<file path="src/rtl/mdu_pkg.sv">
// Package for the multiply/divide unit: request codes and fixed widths.
// Used by the serial multiplier, the serial divider and the top level.
`timescale 1ns / 1ps

package mdu_pkg;

  // Data word width, the bit counter that walks through it and the tick counter width.
  localparam int DATA_W = 32;
  localparam int CNT_W  = 5;
  localparam int TICK_W = 6;

  // Request codes.
  localparam logic [3:0] REQ_MULT    = 4'd0;
  localparam logic [3:0] REQ_MULTU   = 4'd1;
  localparam logic [3:0] REQ_DIV     = 4'd2;
  localparam logic [3:0] REQ_DIVU    = 4'd3;
  localparam logic [3:0] REQ_READ_HI = 4'd4;
  localparam logic [3:0] REQ_READ_LO = 4'd5;
  localparam logic [3:0] REQ_WRITE_HI = 4'd6;
  localparam logic [3:0] REQ_WRITE_LO = 4'd7;
  localparam logic [3:0] REQ_TICK    = 4'd8;

  // Multiply latency classes by operand magnitude.
  localparam logic [DATA_W-1:0] MAG_SMALL  = 32'h0000_07FF;
  localparam logic [DATA_W-1:0] MAG_MEDIUM = 32'h000F_FFFF;
  localparam logic [TICK_W-1:0] TICKS_SMALL  = 6'd6;
  localparam logic [TICK_W-1:0] TICKS_MEDIUM = 6'd9;
  localparam logic [TICK_W-1:0] TICKS_LARGE  = 6'd13;

endpackage

</file>
<file path="src/rtl/mdu_mul_serial.sv">
// Bit-serial unsigned 32x32 shift-add multiplier, one multiplier bit per cycle.
// Depends on mdu_pkg for the data width.
`timescale 1ns / 1ps

module mdu_mul_serial (
  input  logic                             clk,
  input  logic                             rst,
  input  logic                             start,
  input  logic [mdu_pkg::DATA_W-1:0]       mcand_in,
  input  logic [mdu_pkg::DATA_W-1:0]       mplier_in,
  output logic                             done,
  output logic [2*mdu_pkg::DATA_W-1:0]     product
);

  localparam logic [mdu_pkg::CNT_W-1:0] Last = mdu_pkg::CNT_W'(mdu_pkg::DATA_W - 1);

  logic [mdu_pkg::DATA_W-1:0] mcand;
  logic [mdu_pkg::DATA_W-1:0] hi;
  logic [mdu_pkg::DATA_W-1:0] lo;
  logic [mdu_pkg::CNT_W-1:0]  cnt;
  logic                       run;
  logic [mdu_pkg::DATA_W:0]   sum;

  // Add the multiplicand when the current multiplier bit is set.
  assign sum = {1'b0, hi} + (lo[0] ? {1'b0, mcand} : '0);

  // Shift the partial product right one bit per step.
  always_ff @(posedge clk) begin
    if (rst) begin
      run  <= 1'b0;
      done <= 1'b0;
      cnt  <= '0;
    end else begin
      done <= 1'b0;
      if (start) begin
        mcand <= mcand_in;
        hi    <= '0;
        lo    <= mplier_in;
        cnt   <= '0;
        run   <= 1'b1;
      end else if (run) begin
        hi  <= sum[mdu_pkg::DATA_W:1];
        lo  <= {sum[0], lo[mdu_pkg::DATA_W-1:1]};
        cnt <= cnt + 1'b1;
        if (cnt == Last) begin
          run  <= 1'b0;
          done <= 1'b1;
        end
      end
    end
  end

  assign product = {hi, lo};

endmodule

</file>
<file path="src/rtl/mdu_div_serial.sv">
// Bit-serial unsigned 32/32 restoring divider, one quotient bit per cycle.
// Depends on mdu_pkg for the data width.
`timescale 1ns / 1ps

module mdu_div_serial (
  input  logic                         clk,
  input  logic                         rst,
  input  logic                         start,
  input  logic [mdu_pkg::DATA_W-1:0]   dividend_in,
  input  logic [mdu_pkg::DATA_W-1:0]   divisor_in,
  output logic                         done,
  output logic [mdu_pkg::DATA_W-1:0]   quotient,
  output logic [mdu_pkg::DATA_W-1:0]   remainder
);

  localparam logic [mdu_pkg::CNT_W-1:0] Last = mdu_pkg::CNT_W'(mdu_pkg::DATA_W - 1);

  logic [mdu_pkg::DATA_W-1:0] dvsr;
  logic [mdu_pkg::DATA_W-1:0] rem;
  logic [mdu_pkg::DATA_W-1:0] quo;
  logic [mdu_pkg::CNT_W-1:0]  cnt;
  logic                       run;
  logic [mdu_pkg::DATA_W:0]   shifted;
  logic [mdu_pkg::DATA_W+1:0] diff;
  logic                       borrow;

  // Trial subtraction of the divisor from the partial remainder.
  // A zero divisor never borrows, which yields an all-ones quotient and
  // the dividend as remainder.
  assign shifted = {rem, quo[mdu_pkg::DATA_W-1]};
  assign diff    = {1'b0, shifted} - {2'b00, dvsr};
  assign borrow  = diff[mdu_pkg::DATA_W+1];

  always_ff @(posedge clk) begin
    if (rst) begin
      run  <= 1'b0;
      done <= 1'b0;
      cnt  <= '0;
    end else begin
      done <= 1'b0;
      if (start) begin
        dvsr <= divisor_in;
        rem  <= '0;
        quo  <= dividend_in;
        cnt  <= '0;
        run  <= 1'b1;
      end else if (run) begin
        rem <= borrow ? shifted[mdu_pkg::DATA_W-1:0] : diff[mdu_pkg::DATA_W-1:0];
        quo <= {quo[mdu_pkg::DATA_W-2:0], ~borrow};
        cnt <= cnt + 1'b1;
        if (cnt == Last) begin
          run  <= 1'b0;
          done <= 1'b1;
        end
      end
    end
  end

  assign quotient  = quo;
  assign remainder = rem;

endmodule

</file>
<file path="src/rtl/mips_mult_div_unit.sv">
// Multiply/divide unit with HI/LO registers and a tick-driven commit countdown.
// Reads, writes, ticks and unused codes: result registered in the cycle after the transfer, busy stays low.
// Multiply and divide: the result follows the 32 steps of the bit-serial multiplier or
// divider; busy stays high until the result is given.
// Synchronous active-high reset clears HI, LO, the pending result and the countdown.
`timescale 1ns / 1ps

module mips_mult_div_unit #(
  parameter int DIV_CYCLES = 36
) (
  input  logic                         clk,
  input  logic                         rst,
  input  logic                         start,
  output logic                         busy,
  input  logic [3:0]                   req_type,
  input  logic [mdu_pkg::DATA_W-1:0]   operand_a,
  input  logic [mdu_pkg::DATA_W-1:0]   operand_b,
  output logic                         done,
  output logic [mdu_pkg::DATA_W-1:0]   read_data,
  output logic                         stalled,
  output logic [mdu_pkg::TICK_W-1:0]   wait_ticks,
  output logic                         busy_res
);

  localparam logic [mdu_pkg::TICK_W-1:0] DivTicks = mdu_pkg::TICK_W'(DIV_CYCLES);

  localparam logic [1:0] ST_IDLE = 2'd0;
  localparam logic [1:0] ST_MUL  = 2'd1;
  localparam logic [1:0] ST_DIV  = 2'd2;

  logic [1:0] state;

  logic [mdu_pkg::DATA_W-1:0] hi_reg;
  logic [mdu_pkg::DATA_W-1:0] lo_reg;
  logic [mdu_pkg::DATA_W-1:0] hi_pending;
  logic [mdu_pkg::DATA_W-1:0] lo_pending;
  logic [mdu_pkg::TICK_W-1:0] ticks_left;
  logic                       pending_valid;

  logic [mdu_pkg::TICK_W-1:0] op_ticks;
  logic                       neg_prod;
  logic                       neg_quo;
  logic                       neg_rem;

  logic                       accept;
  logic                       is_signed;
  logic                       a_neg;
  logic                       b_neg;
  logic [mdu_pkg::DATA_W-1:0] a_mag;
  logic [mdu_pkg::DATA_W-1:0] b_mag;
  logic [mdu_pkg::TICK_W-1:0] mul_ticks;
  logic                       mul_start;
  logic                       div_start;

  logic                         mul_done;
  logic [2*mdu_pkg::DATA_W-1:0] product;
  logic [2*mdu_pkg::DATA_W-1:0] product_fix;
  logic                         div_done;
  logic [mdu_pkg::DATA_W-1:0]   quotient;
  logic [mdu_pkg::DATA_W-1:0]   remainder;
  logic [mdu_pkg::DATA_W-1:0]   quo_fix;
  logic [mdu_pkg::DATA_W-1:0]   rem_fix;

  assign busy   = (state != ST_IDLE);
  assign accept = start && !busy;

  // Operand magnitudes; the units work on unsigned values only.
  assign is_signed = (req_type == mdu_pkg::REQ_MULT) || (req_type == mdu_pkg::REQ_DIV);
  assign a_neg     = is_signed && operand_a[mdu_pkg::DATA_W-1];
  assign b_neg     = is_signed && operand_b[mdu_pkg::DATA_W-1];
  assign a_mag     = a_neg ? (~operand_a + 1'b1) : operand_a;
  assign b_mag     = b_neg ? (~operand_b + 1'b1) : operand_b;

  // Multiply latency class from the magnitude of the multiplicand.
  always_comb begin
    if (a_mag <= mdu_pkg::MAG_SMALL) begin
      mul_ticks = mdu_pkg::TICKS_SMALL;
    end else if (a_mag <= mdu_pkg::MAG_MEDIUM) begin
      mul_ticks = mdu_pkg::TICKS_MEDIUM;
    end else begin
      mul_ticks = mdu_pkg::TICKS_LARGE;
    end
  end

  assign mul_start = accept &&
                     ((req_type == mdu_pkg::REQ_MULT) || (req_type == mdu_pkg::REQ_MULTU));
  assign div_start = accept &&
                     ((req_type == mdu_pkg::REQ_DIV) || (req_type == mdu_pkg::REQ_DIVU));

  mdu_mul_serial u_mul (
    .clk       (clk),
    .rst       (rst),
    .start     (mul_start),
    .mcand_in  (a_mag),
    .mplier_in (b_mag),
    .done      (mul_done),
    .product   (product)
  );

  mdu_div_serial u_div (
    .clk         (clk),
    .rst         (rst),
    .start       (div_start),
    .dividend_in (a_mag),
    .divisor_in  (b_mag),
    .done        (div_done),
    .quotient    (quotient),
    .remainder   (remainder)
  );

  // Sign correction of the unsigned results.
  assign product_fix = neg_prod ? (~product + 1'b1) : product;
  assign quo_fix     = neg_quo ? (~quotient + 1'b1) : quotient;
  assign rem_fix     = neg_rem ? (~remainder + 1'b1) : remainder;

  // Request handling, commit countdown and the result register.
  always_ff @(posedge clk) begin
    if (rst) begin
      state         <= ST_IDLE;
      hi_reg        <= '0;
      lo_reg        <= '0;
      hi_pending    <= '0;
      lo_pending    <= '0;
      ticks_left    <= '0;
      pending_valid <= 1'b0;
      done          <= 1'b0;
    end else begin
      done <= 1'b0;
      case (state)
        ST_IDLE: begin
          if (accept) begin
            read_data  <= '0;
            stalled    <= 1'b0;
            wait_ticks <= '0;
            busy_res   <= pending_valid;
            case (req_type)
              mdu_pkg::REQ_MULT, mdu_pkg::REQ_MULTU: begin
                state    <= ST_MUL;
                op_ticks <= mul_ticks;
                neg_prod <= a_neg ^ b_neg;
              end
              mdu_pkg::REQ_DIV, mdu_pkg::REQ_DIVU: begin
                state    <= ST_DIV;
                op_ticks <= DivTicks;
                neg_quo  <= a_neg ^ b_neg;
                neg_rem  <= a_neg;
              end
              mdu_pkg::REQ_READ_HI, mdu_pkg::REQ_READ_LO,
              mdu_pkg::REQ_WRITE_HI, mdu_pkg::REQ_WRITE_LO: begin
                done <= 1'b1;
                if (pending_valid) begin
                  stalled    <= 1'b1;
                  wait_ticks <= ticks_left;
                end else if (req_type == mdu_pkg::REQ_READ_HI) begin
                  read_data <= hi_reg;
                end else if (req_type == mdu_pkg::REQ_READ_LO) begin
                  read_data <= lo_reg;
                end else if (req_type == mdu_pkg::REQ_WRITE_HI) begin
                  hi_reg <= operand_a;
                end else begin
                  lo_reg <= operand_a;
                end
              end
              mdu_pkg::REQ_TICK: begin
                done <= 1'b1;
                if (pending_valid) begin
                  if (ticks_left <= 6'd1) begin
                    ticks_left    <= '0;
                    pending_valid <= 1'b0;
                    busy_res      <= 1'b0;
                    hi_reg        <= hi_pending;
                    lo_reg        <= lo_pending;
                  end else begin
                    ticks_left <= ticks_left - 1'b1;
                  end
                end
              end
              default: begin
                done <= 1'b1;
              end
            endcase
          end
        end
        ST_MUL: begin
          if (mul_done) begin
            state         <= ST_IDLE;
            hi_pending    <= product_fix[2*mdu_pkg::DATA_W-1:mdu_pkg::DATA_W];
            lo_pending    <= product_fix[mdu_pkg::DATA_W-1:0];
            ticks_left    <= op_ticks;
            pending_valid <= 1'b1;
            busy_res      <= 1'b1;
            done          <= 1'b1;
          end
        end
        ST_DIV: begin
          if (div_done) begin
            state         <= ST_IDLE;
            hi_pending    <= rem_fix;
            lo_pending    <= quo_fix;
            ticks_left    <= op_ticks;
            pending_valid <= 1'b1;
            busy_res      <= 1'b1;
            done          <= 1'b1;
          end
        end
        default: begin
          state <= ST_IDLE;
        end
      endcase
    end
  end

endmodule

</file>
<file path="config.mk">
export PLATFORM = sky130hd
export DESIGN_NAME = mips_mult_div_unit
export DESIGN_NICKNAME = d
export VERILOG_FILES = /design/src/rtl/mdu_pkg.sv /design/src/rtl/mdu_mul_serial.sv /design/src/rtl/mdu_div_serial.sv /design/src/rtl/mips_mult_div_unit.sv
export SDC_FILE = /design/constraint.sdc
export NUM_CORES = 1
export LEC_CHECK = 0
export BUFFER_PORTS_ARGS = -buffer_cell sky130_fd_sc_hd__buf_2
export CORE_MARGIN = 3
export CORE_UTILIZATION = 43
export DETAILED_ROUTE_END_ITERATION = 16
export PLACE_DENSITY = 0.63
export SYNTH_ARGS = -nofsm -noshare
export SYNTH_HDL_FRONTEND = slang
export SYNTH_SLANG_ARGS = --single-unit
</file>
<file path="constraint.sdc">
create_clock -name clk -period 4.6 [get_ports clk]
set_clock_uncertainty 0.05 [all_clocks]
set_input_delay 0.69 -clock clk [delete_from_list [all_inputs] [get_ports clk]]
set_output_delay 0.69 -clock clk [all_outputs]
set_load 0.005 [all_outputs]
</file>
---- After elaboration in Yosys (flattened, before gate mapping) ----
Cells that the tools add are included.
word-level totals
  output and inout bits ................... 42
  input bits .............................. 71
  flip-flop bits (word level) ............. 393
operators by class
  add/subtract/negate cells ............... 10
  bitwise logic cells ..................... 11
  reduce and logical (&&, ||, !) cells .... 43
  equality and inequality tests ........... 25
  $lt $le $gt $ge ......................... 3
  multiplexer cells ....................... 71
operators with widths
  kind                     number
  $mux W32                 30
  $pmux W32 S2             4
  $add A32 B1 Y32 const B  4
  $not A32 Y32             4
  $add A64 B1 Y64 const B  1
  $mux W64                 1
  $not A64 Y64             1
  $mux W6                  6
  $sub A33 B32 Y34         1
  $add A32 B33 Y33         1
  $le A32 B11 Y1 const B   1
  $le A32 B20 Y1 const B   1
  $reduce_and A4 Y1        5
  $mux W1                  19
  $ne A2 B2 Y1 const B     9
  $pmux W6 S3              1
  $reduce_and A9 Y1        2
  $eq A4 B3 Y1 const B     4
  $pmux W6 S2              1
  $reduce_bool A2 Y1       6
  $add A5 B1 Y5 const B    2
  $eq A5 B5 Y1 const B     2
  $reduce_and A2 Y1        5
  $reduce_or A2 Y1         5
  28 further kinds         47

---- Depth between registers and ports, before layout ----
Gate-level depths: netlist of run 1.
  depth in word-level cells ............... 8
  mapped depth ............................ 13
  mapped depth without buffers ............ 13

---- By module ----
From an unflattened synthesis of run 1, not the netlist that was laid out.
unflattened totals
  cell total of the unflattened synthesis .. 2587
  area, all modules ....................... 24169.4 µm²
by module, submodules not included
  module              cells each  times used  area each (µm²)
  mips_mult_div_unit  1520        1           12270.5
  mdu_mul_serial      526         1           5984.5
  mdu_div_serial      541         1           5914.4

---- Worst setup path before layout of run 1 ----
No wires, ideal clock.
  path type ............................... input port to flip-flop
  start point ............................. input port rst
  end point ............................... register u_div.quo, in the netlist u_div.quotient[0], enable pin
  library setup time ...................... 0.424 ns
  path buffers ............................ 1
  slack ................................... -0.297 ns
  data arrival time ....................... 4.423 ns
  cell stages on the path ................. 4
  required time ........................... 4.126 ns
  cell sequence ........................... clkbuf_1 > nor2_1 > nand2_1 > nand2_1
on the way
  cells in the longest elaborated chain, start to end .. 2
RTL lines
  item                         RTL line                  RTL
  start: declaration           mips_mult_div_unit.sv:12  input logic rst,
  $not A1 Y1 (no line)         --
  $reduce_and A2 Y1 (no line)  --
  end signal: assignment       mdu_div_serial.sv:44      quo <= dividend_in;
  end signal: assignment       mdu_div_serial.sv:49      quo <= {quo[mdu_pkg::DATA_W-2:0], ~borrow};
  end: declaration             mdu_div_serial.sv:20      logic [mdu_pkg::DATA_W-1:0] quo;
No other way between the ends.
A chain may end at the register's enable or synchronous reset.

---- Worst setup path in the final report of run 1 ----
  start point ............................. register u_mul.lo[0] in the netlist's numbering
  end point ............................... register u_mul.hi[31] in the netlist's numbering (data pin)
on the way
  cells in the longest elaborated chain, start to end .. 3
RTL lines
  item                      RTL line              RTL
  start: declaration        mdu_mul_serial.sv:19  logic [mdu_pkg::DATA_W-1:0] lo;
  start signal: assignment  mdu_mul_serial.sv:38  lo <= mplier_in;
  start signal: assignment  mdu_mul_serial.sv:43  lo <= {sum[0], lo[mdu_pkg::DATA_W-1:1]};
  $mux W32                  mdu_mul_serial.sv:25  assign sum = {1'b0, hi} + (lo[0] ? {1'b0, mcand} : '0);
  $add A32 B33 Y33          mdu_mul_serial.sv:25
  $mux W32                  mdu_mul_serial.sv:41  end else if (run) begin
  end signal: assignment    mdu_mul_serial.sv:42  hi <= sum[mdu_pkg::DATA_W:1];
  end: declaration          mdu_mul_serial.sv:18  logic [mdu_pkg::DATA_W-1:0] hi;
No other way between the ends. The select of a mux whose other input is x is not followed.

==> flow_summary.toml, run 1 <==
[status]
status = "finished clean"

[critical_path]
cp.required_ns = 4.88
r2r_start = "u_mul.lo[0]"
end_kind = "flop"
cp.arrival_ns = 4.19
crit_path_cell_trace = "and2_1, ha_1, inv_1, fa_1, nor2b_1, o31a_1, o31a_1, o41ai_1, buf_4, a211oi_1, a311oi_1, o21ai_0, a211oi_1, nor2_1"
path_max_fanout = 25
start_kind = "flop"
critPathKind = "flop to flop"
critPathMaxStageDelay_ns = 0.67
crit_start = "u_mul.lo[0]"
critPathSlowestCell = "edfxtp_1"

[floorplanning]
die_w_um = 239.3
core-area_um2 = 53180
die_height_um = 239.3
die_area_um2 = 57250
initial_core_util = 0.4400
boundaryPins = 113
floorplan.rows = 84

[cts]
numClockSinks = 392
cts_setup_buffers = 0
clk_path_buf_depth = 3
cts_resized = 0
clk_latency_ns = 0.58
cts_tree = "built"
clk_pin_slew_worst_paths_ns = 0.06
htreeDepth = 2
cts-root-buf = "clkbuf_16"
cts_hold_buf = 0
cts_made_buffers = 45

[place]
place_inst = 3305
gp_congestion = 0.9633
dp_hpwl_um = 57110
io_buffers = 112
place_area_um2 = 24700
pre_cts_slack_ns = 0.6594

[route]
final_antenna_net_count = 0
drt_iter0_markers = 2128
wl_per_cell_um = 22.27
wl_um = 75460
drc = 0
routed_via_density = 5.857
drtPass1Iterations = 6
num_vias = 19845

[timing]
period_minus_slack_ns = 3.917
worst_pin_slew_ns = 1.046
hold_slack_ns = 0.3204
post-route-period-util = 0.8515
rsz0062_at_grt = "false"
hold_viol = 0
slew_viol_final = 0
relSlewSlack = 0.3027
finalSetupTns_ns = 0
fmax_ghz = 0.2553
final-setup-viol-count = 0
layout_setup_ws_ns = 0.6830

[worst_hold_path]
min_from = "operand_a[0]"
hold_class = "primary input to flop"

[cells_and_area]
instances_no_fill = 3388
layout_common_cells = "nand2_1, nor2_1, edfxtp_1"
fin_util = 0.4930
stdcell_area_um2 = 26220
multi_input_area_um2 = 12350
mostFrequentLayoutCell = "nand2_1"
layout-drive-gt1-share = 0.09822
area_growth_pct = 12.06
fill_cells = 5006
seq_area_um2 = 10250
finalNetCount = 2816

[flow_run]
maxCapViolations = 0

[power_and_ir_drop]
irDropWorstVdd_uv = 221.1
p_leak_nw = 9.646
total_power_mw = 8.542
power_density_nw_per_um2 = 325.8

[synthesis]
synth.avg_cell_area_um2 = 8.975
syn_area_um2 = 23400
synthDistinctLibCells = 75
synthCells = 2607
synth_edf_count = 240
synth-async-reset-ratio = 0
ys_ff_latch = 392
syn_nets = 2759
ys_seq_area_frac = 0.4381
synth_ff_type = "edfxtp_1"
yosysWarnings = 0

[global_routing]
overflow = 0
antenna_found_initial = 2
grt_pass1_wl_um = 114500
first_global_vias = 18493
track_usage = 0.2603
grt_max_degree = 105
## power by group
group | switching (mW) | internal, mW
logic | 0.550 | 0.285
clock network | 1.51 | 2.26
registers | 0.0904 | 3.85
## cell type report
cell class                 count  share of cell area
clock buffer                  60             0.04667
inverter                      90             0.01288
multi-input combinational   1985              0.4711
timing repair buffer         150             0.03426
tap                          688             0.03283
antenna                        2           0.0001909
clock inverter                21             0.01112
sequential                   392              0.3909
## worst paths after layout
path                     to  slack, ns  cells past startpoint
max            u_mul.hi[31]       0.68                     14
min          u_mul.mcand[0]       0.32                      1
max reg2reg    u_mul.hi[31]       0.68                     14
min reg2reg  hi_pending[22]       0.40                      2
## cells in the mapped netlist (31+ instances only)
master | n | share of area
o21ai_0 | 117 | 0.025
clkbuf_1 | 129 | 0.021
nor2b_1 | 42 | 0.011
nor2_1 | 298 | 0.048
o31ai_1 | 46 | 0.015
o211ai_1 | 31 | 0.0099
edfxtp_1 | 240 | 0.31
and2_1 | 41 | 0.011
inv_1 | 88 | 0.014
nor3_1 | 50 | 0.011
dfxtp_1 | 152 | 0.13
xor2_1 | 104 | 0.039
ha_1 | 79 | 0.042
nand2_1 | 343 | 0.055
xnor2_1 | 122 | 0.046
mux2i_1 | 33 | 0.014
a211oi_1 | 92 | 0.030
nand3_1 | 31 | 0.0066
a21oi_1 | 195 | 0.042
or3_1 | 31 | 0.0083
a22oi_1 | 36 | 0.012
## critical path, delay by kind of cell, from the launching register on
family          cells  cell delay, ns
compound gates      7            1.90
simple gates        3            0.40
fa+ha+maj           2            0.38
buf+inv             2            0.27
flops               1            0.67
## logic make-up (layout without fill, tap and decap cells)
family,Yosys count,after routing,synth area share
xor+xnor,226,226,0.08460
fa+ha+maj,81,81,0.04396
compound gates,671,671,0.1882
mux,36,36,0.01556
other cells,0,2,0
buf+inv,230,321,0.03701
simple gates,971,971,0.1926
flops,392,392,0.4381
## layer usage
layer | routed length, um | GRT usage | vias to the layer above
li1 | - | - | 9510
met1 | 35110 | 0.3818 | 9479
met2 | 32240 | 0.3911 | 736
met3 | 5684 | 0.04617 | 120
met4 | 2428 | 0.08045 | 0
met5 | 0 | 0 | -
Power figures use the tool's default switching activity.
==> run 2: changes to the inputs <==
Settings changed: CORE_UTILIZATION 43 to 38, CTS_CLUSTER_SIZE set to 16, PLACE_DENSITY 0.63 to unset.
==> run 2 against run 1 <==
Effect of this change: total power fell by 1.0%; non-clock buffer count fell by 3; count of clock-buffer cells in the layout fell by 2; sequential power barely moved; worst hold slack improved by 0.047 ns; flip-flop and latch count did not move; via count barely moved; wire length barely moved; first-iteration DRC count fell by 12%; largest cell class unchanged; largest power group unchanged.
==> flow_summary.toml, run 2 (synthesized netlist as in run 1, its figures left out) <==
[status]
status = "finished clean"

[route]
final_antenna_net_count = 0
drt_iter0_markers = 1864
wl_um = 75540
drc = 0
num_vias = 19836
wl_per_cell_um = 21.72
drtPass1Iterations = 5
routed_via_density = 5.703

[global_routing]
grt_pass1_wl_um = 113900
use_met3 = 0.03845
track_usage = 0.2299
first_global_vias = 18577
overflow = 0
grt.met1_usage = 0.3105
grt_max_degree = 98
antenna_found_initial = 2
grt_use_met2 = 0.3733
busiest_layer = "met2"

[timing]
slew_viol_final = 0
rsz0062_at_grt = "false"
post-route-period-util = 0.8067
hold_viol = 0
relSlewSlack = 0.1881
finalSetupTns_ns = 0
worst_pin_slew_ns = 1.218
final-setup-viol-count = 0
fmax_ghz = 0.2695
period_minus_slack_ns = 3.711

[power_and_ir_drop]
netSwitchingFraction = 0.2625
p_leak_nw = 9.622
p_comb_frac = 0.100
power_density_nw_per_um2 = 321.5
clockPowerShare = 0.434
power_switching_mw = 2.219
power.share.sequential = 0.466
irDropWorstVdd_uv = 241.6
intPower_mw = 6.234

[cts]
cts_tree = "built"
clk_latency_ns = 0.59
cts_made_buffers = 43
clk_pin_slew_worst_paths_ns = 0.07
numClockSinks = 392
cts_setup_buffers = 0
cts_hold_buf = 0
cts-root-buf = "clkbuf_16"
htreeDepth = 2
clk_path_buf_depth = 3
cts_resized = 0

[flow_run]
maxCapViolations = 0

[floorplanning]
die_area_um2 = 64580
floorplan.rows = 90
die_height_um = 254.1
initial_core_util = 0.3862
core-area_um2 = 60580
boundaryPins = 113
die_w_um = 254.1

[place]
place_area_um2 = 24780
io_buffers = 112
dp_hpwl_um = 57560
gp_congestion = 0.9430

[critical_path]
critPathSlowestCell = "edfxtp_1"
end_kind = "flop"
cp.required_ns = 4.91
start_kind = "flop"
cp.arrival_ns = 4.02
critPathKind = "flop to flop"
crit_path_cell_trace = "and2_1, ha_1, inv_1, fa_1, nor2b_1, o31a_1, o31a_1, o41ai_1, buf_4, a211oi_1, a311oi_1, o21ai_0, a211oi_1, nor2_1"
critPathMaxStageDelay_ns = 0.47
path_max_fanout = 7

[cells_and_area]
layout_common_cells = "nand2_1, nor2_1, edfxtp_1"
finalNetCount = 2811
area_growth_pct = 12.36
layout-drive-gt1-share = 0.09985
mostFrequentLayoutCell = "nand2_1"
stdcell_area_um2 = 26290

[worst_hold_path]
hold_class = "primary input to flop"
==> run 2: path summary, 6_finish.rpt <==
path / from / endpoint / slack (ns) / cells after the start
hold / removal: operand_a[0] / u_mul.mcand[0] / 0.37 / 1
hold reg to reg: lo_pending[18] / lo_pending[18] / 0.41 / 2
setup / recovery: u_mul.lo[0] / u_mul.hi[31] / 0.89 / 14
setup reg to reg: u_mul.lo[0] / u_mul.hi[31] / 0.89 / 14
==> run 2: power by group through the flow <==
stage | combinational, mW | clock, mW | sequential [mW]
2_1_floorplan | 0.530 | 0 | 3.98
3_3_place_gp | 0.825 | 0 | 4.01
3_5_place_dp | 0.835 | 0 | 4.01
4_1_cts | 0.840 | 3.72 | 3.93
5_1_grt | 0.932 | 3.85 | 3.94
6_report | 0.847 | 3.67 | 3.94
==> run 2: routing by layer <==
layer,wire length [um],share of wire
met5,0,0
met4,2672,0.035
met3,5024,0.067
met2,34890,0.46
met1,32960,0.44
==> run 2: layout make-up <==
| class | count | area (um2) |
|---|---|---|
| antenna | 2 | 5.005 |
| clock buffer | 58 | 1282 |
| clock inverter | 22 | 220.2 |
| fill | 5913 | 34290 |
| inverter | 90 | 337.8 |
| multi-input combinational | 1985 | 12350 |
| sequential | 392 | 10250 |
| tap | 782 | 978.4 |
| timing repair buffer | 147 | 863.3 |
==> run 2: through the flow <==
stage | hold WS (ns) | utilization | power, mW | setup WS [ns] | instances
after global placement | 0.3934 | 0.4090 | 4.832 | 0.5948 | 3396
final | 0.3675 | 0.4339 | 8.453 | 0.8894 | 3478
after detailed placement | 0.3958 | 0.4090 | 4.844 | 0.6447 | 3396
after global routing | 0.3361 | 0.4339 | 8.726 | 0.6329 | 3478
after CTS | 0.3317 | 0.4339 | 8.490 | 0.9011 | 3476
after floorplan | 0.3659 | - | 4.510 | 0.4465 | 2607
==> run 2: critical path: cells and delay by family (launching register included) <==
kind                     cells  cell delay, ns
AO/OA/AOI/OAI                7            1.96
adder cells (fa/ha/maj)      2            0.39
buffers and inverters        2            0.28
AND/OR/NAND/NOR              3            0.33
flip-flops                   1            0.47
